===== src/hw/rtl/integer_stack_alu_with_power_top_macros.svh =====
// Assertion macros for the integer stack ALU.
// Used by integer_stack_alu_with_power_top; needs clk and rst in scope.
`ifndef INTEGER_STACK_ALU_WITH_POWER_TOP_MACROS_SVH
`define INTEGER_STACK_ALU_WITH_POWER_TOP_MACROS_SVH

// antecedent implies consequent in the same cycle
`define ISA_ASSERT_IMP(label, ante, cons, msg) \
  label: assert property (@(posedge clk) disable iff (rst) (ante) |-> (cons)) else $error(msg);

// antecedent implies consequent in the next cycle
`define ISA_ASSERT_NXT(label, ante, cons, msg) \
  label: assert property (@(posedge clk) disable iff (rst) (ante) |=> (cons)) else $error(msg);

`endif


===== src/hw/rtl/isa_pkg.sv =====
// Shared types and constants for the integer stack ALU.
// No dependencies.
package isa_pkg;

  localparam int STACK_DEPTH = 64;
  localparam int DATA_W      = 64;
  localparam int HALF_W      = DATA_W / 2;
  localparam int TOP_W       = 64;
  localparam int DEPTH_W     = 7;
  localparam int SP_W        = $clog2(STACK_DEPTH + 1);
  localparam int ADDR_W      = $clog2(STACK_DEPTH);
  localparam int CNT_W       = $clog2(DATA_W);

  typedef enum logic [2:0] {
    OP_PUSH = 3'd0,
    OP_ADD  = 3'd1,
    OP_SUB  = 3'd2,
    OP_MUL  = 3'd3,
    OP_DIV  = 3'd4,
    OP_POW  = 3'd5
  } op_t;

  typedef enum logic [2:0] {
    ST_OK     = 3'd0,
    ST_UNDER  = 3'd1,
    ST_OVER   = 3'd2,
    ST_DIVZ   = 3'd3,
    ST_NEGEXP = 3'd4
  } status_t;

  typedef enum logic [1:0] {
    MS_AB,
    MS_R_BASE,
    MS_BASE_SQ
  } mul_sel_t;

  typedef enum logic [3:0] {
    S_IDLE,
    S_DECODE,
    S_READ,
    S_EXEC,
    S_MUL,
    S_DIV,
    S_DIV_FIN,
    S_POW_CHK,
    S_POW_MR,
    S_POW_SQ,
    S_WRITE,
    S_DONE
  } state_t;

  typedef struct packed {
    logic     load_in;
    logic     wr_push;
    logic     load_a;
    logic     set_arith;
    logic     mul_start;
    mul_sel_t mul_sel;
    logic     take_mul_r;
    logic     take_mul_base;
    logic     pow_init;
    logic     div_init;
    logic     div_step;
    logic     div_fin;
    logic     wr_result;
    logic     status_en;
    status_t  status_code;
    logic     load_out;
  } cmd_t;

  typedef struct packed {
    op_t  op;
    logic full;
    logic lt2;
    logic b_zero;
    logic b_neg;
    logic ex_zero;
    logic ex_lsb;
    logic div_last;
    logic mul_done;
  } stat_t;

endpackage


===== src/hw/rtl/isa_ctrl.sv =====
// Controller state machine: sequences the datapath and runs both handshakes.
// Depends on isa_pkg.
module isa_ctrl (
  input  logic           clk,
  input  logic           rst,
  input  logic           in_valid,
  output logic           in_ready,
  output logic           out_valid,
  input  logic           out_ready,
  output isa_pkg::cmd_t  cmd,
  input  isa_pkg::stat_t stat
);
  import isa_pkg::*;

  state_t state;
  state_t state_next;
  logic   out_free;

  assign out_free = !out_valid || out_ready;
  assign in_ready = (state == S_IDLE);

  always_ff @(posedge clk) begin
    if (rst) begin
      state     <= S_IDLE;
      out_valid <= 1'b0;
    end else begin
      state <= state_next;
      if (cmd.load_out) begin
        out_valid <= 1'b1;
      end else if (out_ready) begin
        out_valid <= 1'b0;
      end
    end
  end

  always_comb begin
    state_next = state;
    unique case (state)
      S_IDLE: if (in_valid) state_next = S_DECODE;
      S_DECODE: begin
        case (stat.op)
          OP_PUSH: state_next = S_DONE;
          OP_ADD, OP_SUB, OP_MUL, OP_DIV, OP_POW:
            state_next = stat.lt2 ? S_DONE : S_READ;
          default: state_next = S_DONE;
        endcase
      end
      S_READ: state_next = S_EXEC;
      S_EXEC: begin
        case (stat.op)
          OP_ADD, OP_SUB: state_next = S_WRITE;
          OP_MUL:         state_next = S_MUL;
          OP_DIV:         state_next = stat.b_zero ? S_DONE : S_DIV;
          OP_POW:         state_next = stat.b_neg ? S_DONE : S_POW_CHK;
          default:        state_next = S_DONE;
        endcase
      end
      S_MUL:     if (stat.mul_done) state_next = S_WRITE;
      S_DIV:     if (stat.div_last) state_next = S_DIV_FIN;
      S_DIV_FIN: state_next = S_WRITE;
      S_POW_CHK: begin
        if (stat.ex_zero) begin
          state_next = S_WRITE;
        end else if (stat.ex_lsb) begin
          state_next = S_POW_MR;
        end else begin
          state_next = S_POW_SQ;
        end
      end
      S_POW_MR: if (stat.mul_done) state_next = S_POW_SQ;
      S_POW_SQ: if (stat.mul_done) state_next = S_POW_CHK;
      S_WRITE:  state_next = S_DONE;
      S_DONE:   if (out_free) state_next = S_IDLE;
      default:  state_next = S_IDLE;
    endcase
  end

  always_comb begin
    cmd             = '0;
    cmd.mul_sel     = MS_AB;
    cmd.status_code = ST_OK;
    unique case (state)
      S_IDLE: cmd.load_in = in_valid;
      S_DECODE: begin
        case (stat.op)
          OP_PUSH: begin
            if (stat.full) begin
              cmd.status_en   = 1'b1;
              cmd.status_code = ST_OVER;
            end else begin
              cmd.wr_push = 1'b1;
            end
          end
          OP_ADD, OP_SUB, OP_MUL, OP_DIV, OP_POW: begin
            if (stat.lt2) begin
              cmd.status_en   = 1'b1;
              cmd.status_code = ST_UNDER;
            end
          end
          default: cmd = cmd;
        endcase
      end
      S_READ: cmd.load_a = 1'b1;
      S_EXEC: begin
        case (stat.op)
          OP_ADD, OP_SUB: cmd.set_arith = 1'b1;
          OP_MUL:         cmd.mul_start = 1'b1;
          OP_DIV: begin
            if (stat.b_zero) begin
              cmd.status_en   = 1'b1;
              cmd.status_code = ST_DIVZ;
            end else begin
              cmd.div_init = 1'b1;
            end
          end
          OP_POW: begin
            if (stat.b_neg) begin
              cmd.status_en   = 1'b1;
              cmd.status_code = ST_NEGEXP;
            end else begin
              cmd.pow_init = 1'b1;
            end
          end
          default: cmd = cmd;
        endcase
      end
      S_MUL:     cmd.take_mul_r = stat.mul_done;
      S_DIV:     cmd.div_step = 1'b1;
      S_DIV_FIN: cmd.div_fin = 1'b1;
      S_POW_CHK: begin
        if (!stat.ex_zero) begin
          cmd.mul_start = 1'b1;
          cmd.mul_sel   = stat.ex_lsb ? MS_R_BASE : MS_BASE_SQ;
        end
      end
      S_POW_MR: begin
        if (stat.mul_done) begin
          cmd.take_mul_r = 1'b1;
          cmd.mul_start  = 1'b1;
          cmd.mul_sel    = MS_BASE_SQ;
        end
      end
      S_POW_SQ: cmd.take_mul_base = stat.mul_done;
      S_WRITE:  cmd.wr_result = 1'b1;
      S_DONE:   cmd.load_out = out_free;
      default:  cmd = cmd;
    endcase
  end

endmodule


===== config.mk =====
export PLATFORM = sky130hd
export DESIGN_NAME = isa_ctrl
export DESIGN_NICKNAME = d
export VERILOG_FILES = /design/src/hw/rtl/integer_stack_alu_with_power_top_macros.svh /design/src/hw/rtl/isa_pkg.sv /design/src/hw/rtl/isa_ctrl.sv
export SDC_FILE = /design/constraint.sdc
export NUM_CORES = 1
export LEC_CHECK = 0
export BUFFER_PORTS_ARGS = -buffer_cell sky130_fd_sc_hd__buf_2
export CORE_AREA = 2 2 46 48
export DETAILED_ROUTE_END_ITERATION = 16
export DIE_AREA = 0 0 48 50
export PLACE_DENSITY = 0.78
export SETUP_SLACK_MARGIN = 0.3
export SLEW_MARGIN = 40
export SYNTH_ARGS = -nofsm -noshare
export SYNTH_HDL_FRONTEND = slang
export SYNTH_SLANG_ARGS = --single-unit
export TNS_END_PERCENT = 100

===== constraint.sdc =====
create_clock -name clk -period 1.74 [get_ports clk]
set_input_delay 0.348 -clock clk [delete_from_list [all_inputs] [get_ports clk]]
set_output_delay 0.348 -clock clk [all_outputs]
set_load 0.01 [all_outputs]

==> Yosys cells after proc, flatten, opt, wreduce, memory -nomap -nowiden <==
Cells that the tools add are included.
{ "word_totals": {"ff_bits": 5, "out_inout_bits": 21} }
{ "classes": {"reduce_logical": 8, "eq_ne": 22, "muxes": 46} }
{ "op_table": {"columns": ["op", "n"], "rows": [
  ["4-bit 2-to-1 mux", 15],
  ["4-bit one-hot mux with 12 select lines", 1],
  ["4-bit one-hot mux with 2 select lines", 3],
  ["1-bit 2-to-1 mux", 20],
  ["4-bit by 3-bit == test with 1-bit output (second input constant)", 4],
  ["4-bit == test (second input constant)", 4],
  ["4-bit one-hot mux with 4 select lines", 1],
  ["2-bit != test (second input constant)", 6],
  ["3-bit one-hot mux with 3 select lines", 1],
  ["4-bit by 2-bit == test with 1-bit output (second input constant)", 2],
  ["3-bit by 2-bit == test with 1-bit output (second input constant)", 2],
  ["3-bit == test (second input constant)", 2],
  ["2-bit 2-to-1 mux", 3],
  ["6-bit AND reduction", 1],
  ["5-bit OR reduction", 1],
  ["4-bit by 1-bit == test with 1-bit output (second input constant)", 1],
  ["4-bit zero test", 1],
  ["3-bit by 1-bit == test with 1-bit output (second input constant)", 1],
  ["3-bit zero test", 1],
  ["3-bit 2-to-1 mux", 1],
  ["1-bit one-hot mux with 2 select lines", 1],
  ["2-bit nonzero test", 1],
  ["2-bit OR reduction", 1],
  ["1-bit zero test", 1],
  ["1-bit logical OR", 1]
]} }

==> Longest topological paths before layout <==
{ "depth": {"depth_word": 4, "depth_mapped": 6, "mapped_depth_nobuf": 4} }

==> Worst setup path after synthesis <==
OpenSTA, ideal clock, no wires.
{ "synth_timing": {"path_kind": "flip-flop to output port", "startpoint": "reg state[1]", "endpoint": "out cmd[4] (netlist bit)", "arrival_ps": 1361, "stages_incl_launch_ff": 6, "setup_slack_ps": 31, "t_required_ps": 1392, "path_cell_list": "dfxtp_1 -> buf_6 -> and4bb_1 -> a32oi_1 -> o21ai_1 -> a311o_1"} }
{ "synth_rtl": {"columns": ["item", "line", "rtl"], "rows": [
  ["from (decl)", "isa_ctrl.sv:15", "state_t state;"],
  ["from (signal assigned)", "isa_ctrl.sv:27", "state <= state_next;"],
  ["to (decl)", "isa_ctrl.sv:10", "output isa_pkg::cmd_t cmd,"]
]} }

==> results.cfg <==
[run_status]
run_status = complete, but fails checks
violated_checks = setup timing

[clock_tree]
tritoncts = built
numClockSinks = 5
cts.reportedPaths.clkPinSlew_ns = 0.05
post_cts_hold_buffers = 0
htreeDepth = 1
clkLatencyLatePin_ns = 0.25
clock_path_buffers = 2
numCtsBuffers = 3
cts_root_buffer = clkbuf_4

[setup_path]
critical_path.max_fanout = 3
timing.critical_path.from_type = flip-flop
setup.worst_path.class = reg -> out
cp.required_ns = 1.39
ff2ff_setup_slack_ns = -0.10
worst_setup_path_end_kind = output pin
critical_path_s_slowest_cell = dfxtp_4
crit_chain = and4bb_2 -> a32oi_2 -> o21ai_2 -> a311o_1 -> buf_2
critPathMaxStageDelay_ns = 0.38
cp_data_arrival_time_ns = 1.61

[timing]
max_freq_ghz = 0.5104
clock_skew_ns = 0.01356
max-slew-margin-rel = 0.6461
worst-slew-pin-transition_ns = 0.5268
slew_violations = 0
final-setup-viol-count = 18
finalHoldWorstSlack_ns = 0.3809
fin_crit_ns = 1.959
period_share = 1.126
finalHoldViolations = 0
final_worst_setup_slack_ns = -0.2194
unrepaired_setup_endpoints_after_global_routing = true

[synthesis]
yosys.cell_types.count = 50
synth.cell_area_um2 = 884.6
share_of_synthesized_flip_flops_with_an_asynchronous_set_or_reset = 0
netlist_instances = 121
synth_enable_flop_cells = 0
yosysSeqAreaShare = 0.1132
syn_nets = 136
ys_seq_elements = 5
syn_avg_cell_area_um2 = 7.311
synthesis.yosys.warnings = 0
synthFlopType = dfxtp_1

[die]
num_io_pins = 36
fp-row-count = 16
die-width_um = 48
die-area_um2 = 2400
coreArea_um2 = 1902
die_height_um = 50
initial_utilization = 0.4651

[power_and_ir_drop]
leakagePower_uw = 0.0007500
power.density_nw_per_um2 = 1308
p_total_uw = 2194
ir_worst_vdd_mv = 0.9911

[layout]
synthToLayoutAreaGrowth_pct = 89.67
layout.nets = 199
final.fill_count = 94
antenna_cells = 0
drive_above_1_share = 0.6831
fin_cells = 210

[route]
drc = 0
route.detailed.vias_per_inst = 6.452
initialDrtViolationCount = 100
vias = 1355
detail_route.wirelength_um = 4642
wl_per_cell_um = 22.10
route.antenna.remaining_nets = 0
firstDrtPassIters = 5

[global_route]
grt_usage = 0.3166
initial_antenna_violation_count = 0
grt_max_degree = 11
grt_first_pass_wirelength_um = 5485
globalRouteOverflowTotal = 0
vias_in_the_first_global_route = 1213

[placed_design]
place_ws_ns = 0.02972
gp_congestion = 0.8771
hpwlAfterDp_um = 1875
place_inst = 181
io_buffer_count = 35

[run]
timing.max_cap.violations = 0

[hold_path]
timing.hold.worst.class = in -> reg
==> cells by family after synthesis <==
logic type | synth area share
xor+xnor | 0.02971
mux | 0.02687
simple gates | 0.3989
compound gates | 0.2885
flops | 0.1132
buf+inv | 0.1429
==> what timing repair did <==
item                                    4_1_cts  5_1_grt
gates cloned                                  1        0
gates resized for setup                      43       30
endpoints found under the setup margin       24       24
setup buffers                                18        6
pin swaps                                    21        8
==> final cells by class <==
type                    instances  area [um^2]  share of cell area
multi-input cells              99        887.1              0.5287
repair buffers                 69        586.8              0.3497
flip-flops and latches          5        112.6             0.06711
well taps                      27        33.78             0.02013
inverters                       6        31.28             0.01864
clock buffers                   4        26.28             0.01566
==> registers in the layout, indices dropped and copies added, names as in the netlist <==
name	flops
state	4
out_valid	1
==> metrics by stage <==
stage / TNS [ns] / cell area, um^2 / utilization
final: -1.643 / 1678 / 0.8822
after floorplan: 0 / 942.2 / -
after detailed placement: 0 / 1136 / 0.5974
after global placement: 0 / 1136 / 0.5974
after CTS: -0.4552 / 1493 / 0.7849
after global routing: -2.894 / 1678 / 0.8822
==> cell usage after synthesis, types with 2 or more instances <==
| cell type | n | share of area |
|---|---|---|
| xor2_1 | 3 | 0.030 |
| a21oi_1 | 6 | 0.034 |
| a211oi_1 | 2 | 0.017 |
| buf_6 | 7 | 0.089 |
| nand3_1 | 2 | 0.011 |
| o32ai_1 | 2 | 0.020 |
| nor4_1 | 3 | 0.021 |
| a211o_1 | 2 | 0.020 |
| nor3_1 | 10 | 0.057 |
| o21ai_0 | 3 | 0.017 |
| nor2b_1 | 3 | 0.021 |
| inv_1 | 6 | 0.025 |
| a31oi_1 | 3 | 0.021 |
| o211ai_1 | 2 | 0.017 |
| nand2b_1 | 3 | 0.021 |
| o22ai_1 | 2 | 0.014 |
| buf_2 | 2 | 0.011 |
| buf_4 | 2 | 0.017 |
| nor2_1 | 11 | 0.047 |
| dfxtp_1 | 5 | 0.11 |
| nor4b_1 | 2 | 0.020 |
| nand2_1 | 12 | 0.051 |
==> per-layer routing <==
| metal | share of wire | global-route usage | up-vias |
|---|---|---|---|
| met5 | 0 | 0 | - |
| met4 | 0.037 | 0.1216 | 0 |
| met3 | 0.094 | 0.06227 | 24 |
| met2 | 0.50 | 0.5444 | 114 |
| met1 | 0.37 | 0.3634 | 639 |
| li1 | - | - | 578 |
==> worst max-delay path, delay by kind of cell (launching register included) <==
kind / cells / cell delay, ns
AOI/OAI and AO/OA: 3 / 0.56
buffers and inverters: 1 / 0.15
DFF: 1 / 0.38
and+or+nand+nor: 1 / 0.28
==> path summary, 6_finish.rpt <==
kind	to	depth (start not counted)	startpoint
max	cmd[4]	5	state[2]
min	state[1]	2	rst
max reg2reg	state[2]	7	state[2]
min reg2reg	out_valid	2	out_valid
==> power breakdown <==
part           leakage (uW)  switching, uW  total (uW)  internal [uW]
Combinational      0.000692            907        1840            931
Clock             0.0000150           53.0         140           87.0
Sequential        0.0000433           57.1         217            160
Total              0.000750           1020        2190           1180
==> cells in the final DEF, fill, tap and decap left out, types with 4 or more instances in the layout <==
master,synthesis,final
a21oi_1,6,4
buf_12,0,4
nor2_1,11,6
nor3_2,1,5
nand2_1,12,7
buf_2,2,34
buf_8,0,4
buf_4,2,13
buf_6,7,13
inv_1,6,4
Note: power is estimated with default switching activity, not from simulation.
